<file path="config.mk">
export PLATFORM = sky130hd
export DESIGN_NAME = sliding_window_max
export DESIGN_NICKNAME = d
export VERILOG_FILES = /design/src/hw/rtl/swm_pkg.sv /design/src/hw/rtl/swm_ram.sv /design/src/hw/rtl/swm_datapath.sv /design/src/hw/rtl/swm_ctrl.sv /design/src/hw/rtl/sliding_window_max.sv
export SDC_FILE = /design/constraint.sdc
export NUM_CORES = 1
export LEC_CHECK = 0
export BUFFER_PORTS_ARGS = -buffer_cell sky130_fd_sc_hd__buf_4
export CORE_UTILIZATION = 65
export CTS_BUF_LIST = sky130_fd_sc_hd__clkbuf_4 sky130_fd_sc_hd__clkbuf_8
export DETAILED_ROUTE_END_ITERATION = 16
export PLACE_DENSITY = 0.92
export SLEW_MARGIN = 30
export SYNTH_ARGS = -nofsm -noshare
export SYNTH_HDL_FRONTEND = slang
export SYNTH_SLANG_ARGS = --single-unit
</file>
<file path="constraint.sdc">
create_clock -name clk -period 6.09 [get_ports clk]
set_input_delay 0.3045 -clock clk [delete_from_list [all_inputs] [get_ports clk]]
set_output_delay 0.3045 -clock clk [all_outputs]
set_load 0.01 [all_outputs]
</file>
<file path="src/hw/rtl/swm_pkg.sv">
// Shared types and constants for the sliding window maximum filter.
// Holds the controller/datapath command and status structs; no dependencies.
package swm_pkg;

  // Width of the window size register and its value after reset.
  localparam int CFG_WIDTH = 5;
  localparam logic [CFG_WIDTH-1:0] WINDOW_RESET = 5'd3;

  // Commands from the controller to the datapath. At most one is high per cycle.
  typedef struct packed {
    logic accept;     // latch the incoming beat, restart the sequence if flagged
    logic rd_head;    // read the queue head entry
    logic rd_tail;    // read the queue tail entry
    logic drop_head;  // remove the head entry (it has left the window)
    logic pop_tail;   // remove the tail entry (not greater than the sample)
    logic append;     // write the sample at the tail, advance position and fill
    logic load_out;   // move the head value into the output register
  } swm_cmd_t;

  // Status from the datapath to the controller.
  typedef struct packed {
    logic q_empty;       // queue holds no entries
    logic head_expired;  // entry just read is older than the window
    logic tail_le;       // entry just read is less than or equal to the sample
    logic result_due;    // the append in progress completes a full window
    logic out_free;      // output register can take a new result this cycle
  } swm_sts_t;

endpackage

</file>
<file path="src/hw/rtl/swm_ram.sv">
// Generic single-write, single-read RAM with a registered read port.
// Standalone; used for the queue storage of the window maximum filter.
module swm_ram #(
  parameter int WIDTH = 37,
  parameter int DEPTH = 16
) (
  input  logic                                    clk,
  input  logic                                    we,
  input  logic [((DEPTH > 1) ? $clog2(DEPTH) : 1)-1:0] waddr,
  input  logic [WIDTH-1:0]                        wdata,
  input  logic                                    re,
  input  logic [((DEPTH > 1) ? $clog2(DEPTH) : 1)-1:0] raddr,
  output logic [WIDTH-1:0]                        rdata
);

  logic [WIDTH-1:0] mem [DEPTH];
  logic [WIDTH-1:0] rdata_r;

  always_ff @(posedge clk) begin
    if (we) begin
      mem[waddr] <= wdata;
    end
    if (re) begin
      rdata_r <= mem[raddr];
    end
  end

  assign rdata = rdata_r;

endmodule

</file>
<file path="src/hw/rtl/swm_datapath.sv">
// Datapath of the window maximum filter: queue RAM, pointers, position and
// fill counters, compares and the output register. Depends on swm_pkg, swm_ram.
module swm_datapath #(
  parameter int MAX_WINDOW   = 16,
  parameter int SAMPLE_WIDTH = 32
) (
  input  logic                           clk,
  input  logic                           rst_n,
  input  logic                           cfg_we,
  input  logic [swm_pkg::CFG_WIDTH-1:0]  cfg_wdata,
  input  logic [SAMPLE_WIDTH-1:0]        in_sample,
  input  logic                           in_start,
  input  swm_pkg::swm_cmd_t              cmd,
  output swm_pkg::swm_sts_t              sts,
  output logic                           out_valid,
  input  logic                           out_ready,
  output logic [SAMPLE_WIDTH-1:0]        out_max
);
  import swm_pkg::*;

  localparam int POS_MOD = 2 * MAX_WINDOW;
  localparam int PW      = $clog2(POS_MOD);
  localparam int AW      = (MAX_WINDOW > 1) ? $clog2(MAX_WINDOW) : 1;
  localparam int LW      = $clog2(MAX_WINDOW + 1);
  localparam int CMPW    = (LW > CFG_WIDTH) ? LW : CFG_WIDTH;
  localparam int KW      = (CMPW > PW) ? CMPW : PW;
  localparam int EW      = SAMPLE_WIDTH + PW;

  logic [CFG_WIDTH-1:0]    window_r, window_nxt;
  logic [PW-1:0]           pos_r, pos_nxt;
  logic [LW-1:0]           fill_r, fill_nxt;
  logic [AW-1:0]           head_r, head_nxt;
  logic [LW-1:0]           len_r, len_nxt;
  logic                    out_valid_r, out_valid_nxt;
  logic [SAMPLE_WIDTH-1:0] sample_r;
  logic [SAMPLE_WIDTH-1:0] out_max_r;

  logic [CFG_WIDTH-1:0]    w_one;
  logic [CMPW-1:0]         w_ext, w_eff;
  logic [LW-1:0]           fill_inc;
  logic [PW-1:0]           pos_inc;
  logic [PW:0]             age_sum;
  logic [PW-1:0]           age;
  logic [AW-1:0]           head_inc, tail_idx, app_head, waddr, raddr;
  logic [LW-1:0]           app_len;
  logic                    full;
  logic [EW-1:0]           ent_rd;
  logic [SAMPLE_WIDTH-1:0] rd_val;
  logic [PW-1:0]           rd_pos;
  logic                    out_free;

  // Circular index arithmetic over the queue depth.
  function automatic logic [AW-1:0] wrap_add(logic [AW-1:0] a, logic [LW-1:0] b);
    logic [LW:0] s;
    s = (LW+1)'(a) + (LW+1)'(b);
    if (s >= (LW+1)'(MAX_WINDOW)) begin
      s = s - (LW+1)'(MAX_WINDOW);
    end
    return s[AW-1:0];
  endfunction

  // A size of zero acts as one; sizes above the queue depth saturate.
  always_comb begin
    w_one = (window_r == '0) ? CFG_WIDTH'(1) : window_r;
    w_ext = CMPW'(w_one);
    w_eff = (w_ext > CMPW'(MAX_WINDOW)) ? CMPW'(MAX_WINDOW) : w_ext;
  end

  assign fill_inc = (fill_r < LW'(MAX_WINDOW)) ? fill_r + LW'(1) : fill_r;
  assign pos_inc  = (pos_r == PW'(POS_MOD - 1)) ? '0 : pos_r + PW'(1);

  assign rd_val = ent_rd[SAMPLE_WIDTH-1:0];
  assign rd_pos = ent_rd[EW-1:SAMPLE_WIDTH];

  // Age of the entry just read, modulo the position range.
  always_comb begin
    age_sum = {1'b0, pos_r} + (PW+1)'(POS_MOD) - {1'b0, rd_pos};
    if (age_sum >= (PW+1)'(POS_MOD)) begin
      age_sum = age_sum - (PW+1)'(POS_MOD);
    end
    age = age_sum[PW-1:0];
  end

  assign head_inc = wrap_add(head_r, LW'(1));
  assign tail_idx = wrap_add(head_r, len_r - LW'(1));
  assign full     = (len_r == LW'(MAX_WINDOW));
  assign app_head = full ? head_inc : head_r;
  assign app_len  = full ? len_r - LW'(1) : len_r;
  assign waddr    = wrap_add(app_head, app_len);
  assign raddr    = cmd.rd_tail ? tail_idx : head_r;
  assign out_free = !out_valid_r || out_ready;

  swm_ram #(
    .WIDTH (EW),
    .DEPTH (MAX_WINDOW)
  ) u_queue (
    .clk   (clk),
    .we    (cmd.append),
    .waddr (waddr),
    .wdata ({pos_r, sample_r}),
    .re    (cmd.rd_head || cmd.rd_tail),
    .raddr (raddr),
    .rdata (ent_rd)
  );

  always_comb begin
    sts.q_empty      = (len_r == '0);
    sts.head_expired = (KW'(age) >= KW'(w_eff));
    sts.tail_le      = ($signed(rd_val) <= $signed(sample_r));
    sts.result_due   = (CMPW'(fill_inc) >= w_eff);
    sts.out_free     = out_free;
  end

  always_comb begin
    window_nxt    = cfg_we ? cfg_wdata : window_r;
    pos_nxt       = pos_r;
    fill_nxt      = fill_r;
    head_nxt      = head_r;
    len_nxt       = len_r;
    out_valid_nxt = out_valid_r && !out_ready;
    if (cmd.accept) begin
      if (in_start) begin
        pos_nxt  = '0;
        fill_nxt = '0;
        head_nxt = '0;
        len_nxt  = '0;
      end
    end else if (cmd.drop_head) begin
      head_nxt = head_inc;
      len_nxt  = len_r - LW'(1);
    end else if (cmd.pop_tail) begin
      len_nxt = len_r - LW'(1);
    end else if (cmd.append) begin
      head_nxt = app_head;
      len_nxt  = app_len + LW'(1);
      pos_nxt  = pos_inc;
      fill_nxt = fill_inc;
    end
    if (cmd.load_out) begin
      out_valid_nxt = 1'b1;
    end
  end

  always_ff @(posedge clk) begin
    if (!rst_n) begin
      window_r    <= WINDOW_RESET;
      pos_r       <= '0;
      fill_r      <= '0;
      head_r      <= '0;
      len_r       <= '0;
      out_valid_r <= 1'b0;
    end else begin
      window_r    <= window_nxt;
      pos_r       <= pos_nxt;
      fill_r      <= fill_nxt;
      head_r      <= head_nxt;
      len_r       <= len_nxt;
      out_valid_r <= out_valid_nxt;
    end
  end

  always_ff @(posedge clk) begin
    if (cmd.accept) begin
      sample_r <= in_sample;
    end
    if (cmd.load_out) begin
      out_max_r <= rd_val;
    end
  end

  assign out_valid = out_valid_r;
  assign out_max   = out_max_r;

  a_no_remove_empty: assert property (@(posedge clk) disable iff (!rst_n)
    (cmd.drop_head || cmd.pop_tail) |-> (len_r != '0))
    else $error("queue entry removed while the queue is empty");

  a_append_nonempty: assert property (@(posedge clk) disable iff (!rst_n)
    cmd.append |=> (len_r != '0))
    else $error("queue empty right after an append");

  a_start_clears: assert property (@(posedge clk) disable iff (!rst_n)
    (cmd.accept && in_start) |=> (len_r == '0 && fill_r == '0 && pos_r == '0))
    else $error("start of sequence did not clear queue and counters");

  a_load_when_free: assert property (@(posedge clk) disable iff (!rst_n)
    cmd.load_out |-> out_free)
    else $error("output register overwritten while a result is pending");

endmodule

</file>
<file path="src/hw/rtl/swm_ctrl.sv">
// Controller of the window maximum filter: sequences head expiry, tail pops,
// append and result readout for one sample at a time. Depends on swm_pkg.
module swm_ctrl (
  input  logic              clk,
  input  logic              rst_n,
  input  logic              in_valid,
  output logic              in_ready,
  output swm_pkg::swm_cmd_t cmd,
  input  swm_pkg::swm_sts_t sts
);
  import swm_pkg::*;

  typedef enum logic [2:0] {
    S_IDLE,
    S_HEAD_RD,
    S_HEAD_CHK,
    S_TAIL_RD,
    S_TAIL_CHK,
    S_APPEND,
    S_RES_RD,
    S_RES
  } state_t;

  state_t state_r, state_nxt;
  logic   ready_r, ready_nxt;

  always_comb begin
    cmd       = '0;
    state_nxt = state_r;
    ready_nxt = ready_r;
    case (state_r)
      S_IDLE: begin
        if (in_valid && ready_r) begin
          cmd.accept = 1'b1;
          ready_nxt  = 1'b0;
          state_nxt  = S_HEAD_RD;
        end
      end
      S_HEAD_RD: begin
        if (sts.q_empty) begin
          state_nxt = S_APPEND;
        end else begin
          cmd.rd_head = 1'b1;
          state_nxt   = S_HEAD_CHK;
        end
      end
      S_HEAD_CHK: begin
        if (sts.head_expired) begin
          cmd.drop_head = 1'b1;
          state_nxt     = S_HEAD_RD;
        end else begin
          state_nxt = S_TAIL_RD;
        end
      end
      S_TAIL_RD: begin
        if (sts.q_empty) begin
          state_nxt = S_APPEND;
        end else begin
          cmd.rd_tail = 1'b1;
          state_nxt   = S_TAIL_CHK;
        end
      end
      S_TAIL_CHK: begin
        if (sts.tail_le) begin
          cmd.pop_tail = 1'b1;
          state_nxt    = S_TAIL_RD;
        end else begin
          state_nxt = S_APPEND;
        end
      end
      S_APPEND: begin
        cmd.append = 1'b1;
        if (sts.result_due) begin
          state_nxt = S_RES_RD;
        end else begin
          ready_nxt = 1'b1;
          state_nxt = S_IDLE;
        end
      end
      S_RES_RD: begin
        cmd.rd_head = 1'b1;
        state_nxt   = S_RES;
      end
      S_RES: begin
        if (sts.out_free) begin
          cmd.load_out = 1'b1;
          ready_nxt    = 1'b1;
          state_nxt    = S_IDLE;
        end
      end
      default: begin
        ready_nxt = 1'b1;
        state_nxt = S_IDLE;
      end
    endcase
  end

  always_ff @(posedge clk) begin
    if (!rst_n) begin
      state_r <= S_IDLE;
      ready_r <= 1'b1;
    end else begin
      state_r <= state_nxt;
      ready_r <= ready_nxt;
    end
  end

  assign in_ready = ready_r;

  a_ready_only_idle: assert property (@(posedge clk) disable iff (!rst_n)
    ready_r |-> (state_r == S_IDLE))
    else $error("input ready outside the idle state");

  a_result_follows: assert property (@(posedge clk) disable iff (!rst_n)
    (cmd.append && sts.result_due) |=> (state_r == S_RES_RD && !ready_r))
    else $error("full window did not lead to a result readout");

  a_cmd_onehot: assert property (@(posedge clk) disable iff (!rst_n)
    $onehot0(cmd))
    else $error("more than one datapath command in a cycle");

endmodule

</file>
<file path="src/hw/rtl/sliding_window_max.sv">
// Sliding window maximum filter, top level.
// Depends on swm_pkg, swm_ctrl, swm_datapath (and swm_ram below it).
//
// Usage: samples arrive as beats on the in_ channel (in_tdata = signed
// sample, in_tuser = start flag). A beat with in_tuser high begins a new
// sequence: queue and counters are cleared before that sample is taken in.
// Once window_size samples of the sequence have been seen, every sample
// produces one beat on the out_ channel holding the largest of the last
// window_size samples; earlier samples produce nothing. window_size is
// written through cfg_wdata with cfg_we only while the block is idle; the user
// must keep to that, as the block does not enforce it. Zero acts as one
// and values above MAX_WINDOW saturate. Timing: one sample at a time; the
// block takes a new sample only once it is through with the last one. Each
// queue entry dropped at the head or popped at the tail costs one step of a
// loop, and each step of that loop is one read of the queue RAM and one
// compare. Every sample is appended once and removed at most once.
// Reset (rst_n low, synchronous) empties the queue, clears the counters and
// sets window_size to 3. If out_tready is low, the result waits in the
// output register; the next sample is still accepted and processed, and
// the block stalls only when that sample's own result is due.
module sliding_window_max #(
  parameter int MAX_WINDOW   = 16,
  parameter int SAMPLE_WIDTH = 32
) (
  input  logic                                   clk,
  input  logic                                   rst_n,
  // Input channel.
  input  logic                                   in_tvalid,
  output logic                                   in_tready,
  input  logic [((SAMPLE_WIDTH + 7) / 8) * 8-1:0] in_tdata,   // sample, zero pad
  input  logic                                   in_tuser,   // start_req
  // Result channel.
  output logic                                   out_tvalid,
  input  logic                                   out_tready,
  output logic [((SAMPLE_WIDTH + 7) / 8) * 8-1:0] out_tdata,  // window_max, zero pad
  // Configuration: window_size register.
  input  logic                                   cfg_we,
  input  logic [swm_pkg::CFG_WIDTH-1:0]          cfg_wdata
);
  import swm_pkg::*;

  localparam int TDW = ((SAMPLE_WIDTH + 7) / 8) * 8;

  swm_cmd_t                cmd;
  swm_sts_t                sts;
  logic [SAMPLE_WIDTH-1:0] max_val;

  // The controller owns the input handshake; the datapath owns the output
  // register and its handshake.
  swm_ctrl u_ctrl (
    .clk      (clk),
    .rst_n    (rst_n),
    .in_valid (in_tvalid),
    .in_ready (in_tready),
    .cmd      (cmd),
    .sts      (sts)
  );

  swm_datapath #(
    .MAX_WINDOW   (MAX_WINDOW),
    .SAMPLE_WIDTH (SAMPLE_WIDTH)
  ) u_datapath (
    .clk       (clk),
    .rst_n     (rst_n),
    .cfg_we    (cfg_we),
    .cfg_wdata (cfg_wdata),
    .in_sample (in_tdata[SAMPLE_WIDTH-1:0]),
    .in_start  (in_tuser),
    .cmd       (cmd),
    .sts       (sts),
    .out_valid (out_tvalid),
    .out_ready (out_tready),
    .out_max   (max_val)
  );

  // Pad the result up to whole bytes with zeros.
  assign out_tdata = TDW'(max_val);

endmodule
</file>
==> key figures, run 1 <==
Synthesis
  • Synthesized area: 0.0289 mm^2
  • Synth Instances: about 1800
  • Post-synthesis average cell area: ~16 um^2
  • Unique masters post-synth: 71
  • Post-synth EDFFs: 693
  • Synthesized flop and latch total: between 700 and 800
  • Synthesized net count: ~1900
  • Asr flop ratio synth: 0%
  • Yosys warnings: 0
  • Sequential-to-total area share from yosys stat: 74.0%
  • Main flop type after synthesis: edfxtp_1

Critical path
  • Crit path kind: flip-flop to flip-flop
  • CP arrival: 5.01 ns
  • Crit end category: flip-flop
  • CP max FO: 23
  • Startpoint types: flip-flop
  • Worst r2r path cells: 13
  • Worst path required time: 6.41 ns

Power
  • PD cells: 394 mW/mm^2
  • Leakage: 11.5 nW
  • Worst VDD drop: about 0.34 mV

Clocking
  • Post-CTS sizing: 0
  • Worst skew pair latency: 0.71 ns
  • Hold Buf Count CTS: between 40 and 50
  • Root buf cell: clkbuf_8
  • CTS sink cnt: 722
  • Max Root-Sink Buffers: 3
  • Post-CTS setup buffers: 0
  • Clock-pin slew on the worst setup and hold paths: 0.06 ns
  • H-tree Lvls: 3
  • Num CTS Buffers: 106
  • CTS tree: yes

Timing
  • RSZ-0062 raised after global routing: false
  • Max transition margin: roughly 28%
  • Final Hold Viols: 0
  • Final setup TNS: 0 ns
  • Slew @ Worst Pin: roughly 1.1 ns
  • Final setup fails: 0
  • Fmax achieved: 213 MHz
  • Worst Skew: around 0.034 ns
  • Max-slew violations: 0
  • Hold_ws: 0.0618 ns
  • Setup ws final: 1.40 ns
  • Final Critical Period: between 4 and 5 ns
  • Period utilisation layout: between 70% and 80%

Die
  • Initial Utilization: approximately 66%
  • Core box area: 0.0435 mm^2
  • Die H: 213 um
  • Die X: 213 um
  • Rows: 76
  • Die Area: 0.0453 mm^2
  • IO Pins: 77

Placement
  • PortBufs: 76
  • Post-Place Worst Slack: 1.43 ns
  • Final HPWL from detailed placement: 39.8 mm
  • Placed Area: 0.0303 mm^2
  • Placer Congestion: ~0.9

Drt
  • Drt first-iter violations: 2688
  • Drt drc: 0
  • Vias/cell: 6.73
  • Pre-antenna DRT Iters: 6
  • ANT nets after route: 0
  • Drt wl/cell: 27.6 um
  • Via count: 17600
  • Final Routed Wirelength: a little over 70 mm

Global routing
  • Most used routing layer: met2
  • GR Layer Usage met1: 41.8%
  • Grt met3 use: roughly 7.7%
  • First-pass GRT wire length: 107 mm
  • Number of global-route vias before repair: 17900
  • Pin count of the biggest net entering global routing: 98
  • GRT Util Overall: approximately a third
  • Antenna violations before repair: 1
  • Total congestion overflow: 0
  • Grt met2 use: 52.1%

Finish
  • Util after Layout: ~76%
  • Area grow syn2layout: 13.8%
  • Fillers: roughly 2200
  • Share of layout cells above drive strength 1: 19.4%
  • Design Area, Final: 0.0329 mm^2
  • Layout net count: 2052
  • ANT cells: 0
  • Register area: between 0.02 and 0.025 mm^2
  • Area of the multi-input gates: about 0.0070 mm^2

Outcome
  • Run status: completed

Worst hold path
  • Worst hold path type: input port to flip-flop
  • WHS Path Cells: 3

Run
  • MaxCap Viol Count: 0
## cell families (layout without fill, tap and decap cells)
kind of cell / Yosys count / count (layout) / share of synthesized area [%]
buffers and inverters: 135 / 402 / 2.18
adders and majority gates: 57 / 57 / 2.55
AOI/OAI and AO/OA: 253 / 253 / 6.26
and+or+nand+nor: 457 / 457 / 6.88
DFF: 722 / 722 / 74.0
muxes: 122 / 122 / 7.49
xor gates and xnor gates: 20 / 20 / 0.606
## per-stage QoR
step | power, mW | std cells
5_1_grt | 13.4 | 2618
2_1_floorplan | 8.22 | 1766
3_5_place_dp | 9.13 | 2381
4_1_cts | 12.9 | 2616
6_report | 12.9 | 2618
3_3_place_gp | 8.94 | 2374
## cell usage after synthesis, drive strengths merged (2+ instances only)
| library cell | n | share of area (%) |
|---|---|---|
| a2111oi | 3 | 0.16 |
| a211oi | 3 | 0.078 |
| a21o | 9 | 0.23 |
| a21oi | 32 | 0.55 |
| a221oi | 4 | 0.12 |
| a22oi | 45 | 1.2 |
| a311oi | 2 | 0.061 |
| a31o | 5 | 0.15 |
| a32oi | 37 | 1.1 |
| and2 | 2 | 0.043 |
| and3 | 2 | 0.043 |
| buf | 45 | 1.0 |
| clkbuf | 37 | 0.48 |
| dfxtp | 29 | 2.0 |
| edfxtp | 693 | 72 |
| fa | 3 | 0.21 |
| ha | 54 | 2.3 |
| inv | 52 | 0.68 |
| mux2 | 3 | 0.12 |
| mux2i | 45 | 1.6 |
| mux4 | 74 | 5.8 |
| nand2 | 186 | 2.4 |
| nand2b | 9 | 0.19 |
| nand3 | 55 | 0.95 |
| nand3b | 3 | 0.078 |
| nand4 | 6 | 0.13 |
| nor2 | 164 | 2.1 |
| nor2b | 6 | 0.13 |
| nor3 | 9 | 0.27 |
| nor3b | 2 | 0.052 |
| nor4 | 3 | 0.065 |
| o211ai | 38 | 0.99 |
| o21ai | 53 | 0.92 |
| o221ai | 3 | 0.091 |
| o22ai | 2 | 0.043 |
| o31ai | 4 | 0.15 |
| o32ai | 2 | 0.061 |
| or3 | 3 | 0.065 |
| or4 | 2 | 0.065 |
| xnor2 | 14 | 0.42 |
| xor2 | 6 | 0.18 |
## area by class of cell
type                            instances  area share [%]
Clock buffer                          146            5.43
Clock inverter                         43           0.696
Inverter                               53           0.605
Multi-Input combinational cell        909            21.4
Sequential cell                       722            65.1
Tap cell                              585            2.23
Timing Repair Buffer                  160            4.55
## path summary, 6_finish.rpt
kind / start / end / slack, ns
setup / recovery: u_datapath.len_r[0]$_SDFFE_PN0P_ / u_datapath.u_queue.mem[6][13]$_DFFE_PP_ / 1.40
hold / removal: in_tvalid / u_ctrl.state_r[0]$_SDFFE_PN0P_ / 0.06
setup reg to reg: u_datapath.len_r[0]$_SDFFE_PN0P_ / u_datapath.u_queue.mem[6][13]$_DFFE_PP_ / 1.40
hold reg to reg: u_datapath.u_queue.rdata[25]$_DFFE_PP_ / u_datapath.out_max[25]$_DFFE_PP_ / 0.46
## per-layer routing
metal	vias to the layer above	part of all wire, %
li1	7245	-
met4	2	5.5
met2	1470	49
met5	-	0.011
met1	8591	34
met3	309	12
## registers in the layout, summed over array words and instances, names as in the netlist
signal and flops:
u_ctrl.in_ready 1, u_ctrl.state_r 3, u_datapath.fill_r 5, u_datapath.head_r 4, u_datapath.len_r 5, u_datapath.out_max 32, u_datapath.out_valid 1, u_datapath.pos_r 5
u_datapath.sample_r 32, u_datapath.u_queue.mem 592, u_datapath.u_queue.rdata 37, u_datapath.window_r 5
## worst max-delay path, stage by stage, from the launching register on
cell,delay (ns)
dfxtp_1,0.40
inv_1,0.22
ha_1,0.30
nand2b_1,0.12
nor3_2,0.43
nand2_1,0.12
o21ai_0,0.21
ha_1,0.33
a21o_1,0.15
a21oi_1,0.27
xor2_1,0.27
nand2_1,0.30
nor2_4,0.59
buf_4,0.54
## power by group
| group | switching (mW) | internal, mW |
|---|---|---|
| logic | 1.63 | 0.956 |
| clock network | 1.83 | 1.93 |
| registers | 0.513 | 6.08 |
## cells in the final DEF, fill, tap and decap left out, drive strengths merged, types with 3 or more instances in the layout
master and instances:
nor2b 6, mux2i 45, a32oi 37, o221ai 3, a21oi 32, dlygate4sd3 46, a211oi 3, clkbuf 146
a2111oi 3, nor4 3, xnor2 14, nor2 164, fa 3, nand3 55, a31o 5, o31ai 4
a21o 9, or3 3, nor3 9, o211ai 38, inv 53, nand4 6, mux4 74, xor2 6
edfxtp 693, ha 54, o21ai 53, nand2b 9, nand2 186, a221oi 4, mux2 3, nand3b 3
buf 114, a22oi 45, clkinv 40, dfxtp 29
Power figures use the tool's default switching activity.
==> run 2, diff against run 1 <==
CORE_UTILIZATION = 58   (was 65)
PLACE_DENSITY = 0.87   (was 0.92)
clock period = 4.19 ns   (was 6.09 ns; I/O delays follow)
==> run 2 against run 1 <==
Worst setup slack got worse by 1.2 ns. First-iteration DRC count fell by 18%. Routed wire length fell by 7.2%. Sequential power up 42%. Global-route usage shrank 5.7 points. Combinational power rose by 53%. Clock power increased by 53%. Core utilization shrank 7.5 points. Maximum frequency grew 18%.
==> key figures, run 2 (synthesis gave the netlist of run 1 again) <==
Outcome
  • Run status: completed

Global routing
  • Antenna violations before repair: 0 (-1)
  • GRT Util Overall: 27.1% (-5.7 points)
  • Pin count of the biggest net entering global routing: 85 (-13%)
  • Number of global-route vias before repair: 17600 (-1.6%)
  • Total congestion overflow: 0 (unchanged)
  • First-pass GRT wire length: 101 mm (-4.9%)

Timing
  • Period utilisation layout: 95.1% (+18 points)
  • Final Critical Period: 3.99 ns (-0.701 ns)
  • Fmax achieved: 251 MHz (+18%)
  • Slew @ Worst Pin: 0.775 ns (-0.298 ns)
  • Max-slew violations: 0 (unchanged)
  • Max transition margin: 48.3% (+20 points)
  • Final setup fails: 0 (unchanged)
  • Final Hold Viols: 0 (unchanged)
  • Worst Skew: 0.0459 ns (+0.0117 ns)

Finish
  • Share of layout cells above drive strength 1: 20.8% (+1.4 points)
  • Area of the multi-input gates: 0.00705 mm^2 (about the same)
  • Biggest register: u_datapath.u_queue.mem
  • Util after Layout: 68.2% (-7.5 points)
  • Design Area, Final: 0.0334 mm^2 (+1.7%)
  • Fillers: 2952 (+35%)
  • ANT cells: 0 (unchanged)
  • Register area: 0.0214 mm^2 (unchanged)
  • Max reg flops: 592 (unchanged)
  • Area grow syn2layout: 15.8%
  • Most common cell after layout, fill and taps aside: edfxtp_1
  • Layout net count: 2082 (+1.5%)
  • Most frequent cells in the layout: edfxtp_1 (693), nand2_1 (185), nor2_1 (144)

Clocking
  • Num CTS Buffers: 108 (+1.9%)
  • Clock-pin slew on the worst setup and hold paths: 0.06 ns (about the same)
  • Post-CTS setup buffers: 0 (unchanged)
  • CTS sink cnt: 722 (unchanged)
  • Root buf cell: clkbuf_8
  • Max Root-Sink Buffers: 3 (unchanged)
  • Worst skew pair latency: 0.71 ns (about the same)
  • CTS tree: yes
  • H-tree Lvls: 3 (unchanged)

Critical path
  • RR Startpoint: u_datapath.len_r[0]$_SDFFE_PN0P_
  • CP arrival: 4.30 ns (-0.71 ns)
  • CP max FO: 19 (-17%)
  • R2r setup slk: 0.20 ns (-1.20 ns)
  • Crit end category: flip-flop
  • Worst path required time: 4.51 ns (-1.90 ns)
  • Startpoint types: flip-flop
  • Worst setup path startpoint: u_datapath.len_r[0]$_SDFFE_PN0P_
  • Crit path kind: flip-flop to flip-flop

Die
  • Initial Utilization: 58.9% (-7.6 points)
  • IO Pins: 77 (unchanged)
  • Die H: 225 um (+5.8%)
  • Die X: 225 um (+5.8%)
  • Die Area: 0.0507 mm^2 (+12%)
  • Core box area: 0.0491 mm^2 (+13%)
  • Rows: 81 (+6.6%)

Drt
  • ANT nets after route: 0 (unchanged)
  • Drt first-iter violations: 2205 (-18%)
  • Drt drc: 0 (unchanged)
  • Vias/cell: 6.29 (-6.5%)
  • Pre-antenna DRT Iters: 7 (+1)
  • Drt wl/cell: 24.6 um (-11%)
  • Final Routed Wirelength: 67.1 mm (-7.2%)
  • Via count: 17200 (-2.4%)

Power
  • PD cells: 572 mW/mm^2 (+45%)
  • Leakage: 11.7 nW (+2.1%)
  • Worst VDD drop: 0.368 mV (+8.7%)

Placement
  • Placer Congestion: 0.868 (-5.8%)
  • PortBufs: 76 (unchanged)
  • Placed Area: 0.0308 mm^2 (+1.4%)
  • Final HPWL from detailed placement: 38.8 mm (-2.5%)

Worst hold path
  • Worst hold path type: input port to flip-flop
  • Hold_sp: in_tuser

Run
  • MaxCap Viol Count: 0 (unchanged)
## run 2: final cells by class
class                   count  area share (%)
well taps                 664            2.48
multi-input cells         909            21.1
inverters                  53           0.595
clock buffers             140            5.26
repair buffers            188            5.40
flip-flops and latches    722            63.9
clock inverters            55            1.24
## run 2: routing by layer
layer	wire, um	share of wire [%]	GRT usage [%]
met5	0	0	0
met4	2790	4.2	13.4
met3	6940	10	5.27
met2	32800	49	43.7
met1	24500	37	35.6
## run 2: worst paths after layout
check,endpoint,depth (start not counted)
worst max register to register,u_datapath.u_queue.mem[11][1]$_DFFE_PP_,13
worst max-delay path,u_datapath.u_queue.mem[11][1]$_DFFE_PP_,13
worst min-delay path,u_datapath.fill_r[0]$_SDFFE_PN0P_,5
worst min register to register,u_datapath.out_max[24]$_DFFE_PP_,0
## run 2: timing repair
item	CTS	global route
endpoints found under the hold margin	47	0
hold buffers	47	0
gates resized for setup	0	5
setup endpoints to repair	0	460
## run 2: worst max-delay path, cell delays in order, from the launching register on
cell and delay [ns]:
dfxtp_1 0.40, inv_1 0.24, ha_1 0.33, nand2b_1 0.15
nor3_4 0.32, nor2_1 0.08, a21oi_1 0.28, ha_1 0.29
a21o_1 0.16, a21oi_1 0.35, xnor2_1 0.19, nand2_1 0.28
nor2_4 0.17, buf_4 0.39
## run 2: metrics by stage
stage	cells	power (mW)	TNS, ns	setup WS [ns]	hold WS [ns]
6_report	2731	19.1	0	0.203	0.0806
5_1_grt	2731	19.8	-0.741	-0.0309	0.101
4_1_cts	2730	19.1	0	0.168	0.0364
3_5_place_dp	2488	13.4	0	0.219	0.389
3_3_place_gp	2487	13.1	0	0.432	0.387
2_1_floorplan	1766	12.0	-115.85	-0.375	0.308
## run 2: report_power, final
| part | switching, mW | total, mW | internal, mW |
|---|---|---|---|
| logic | 2.45 | 3.95 | 1.50 |
| registers | 0.572 | 9.39 | 8.82 |
| clock network | 2.66 | 5.77 | 3.11 |
| total | 5.68 | 19.1 | 13.4 |
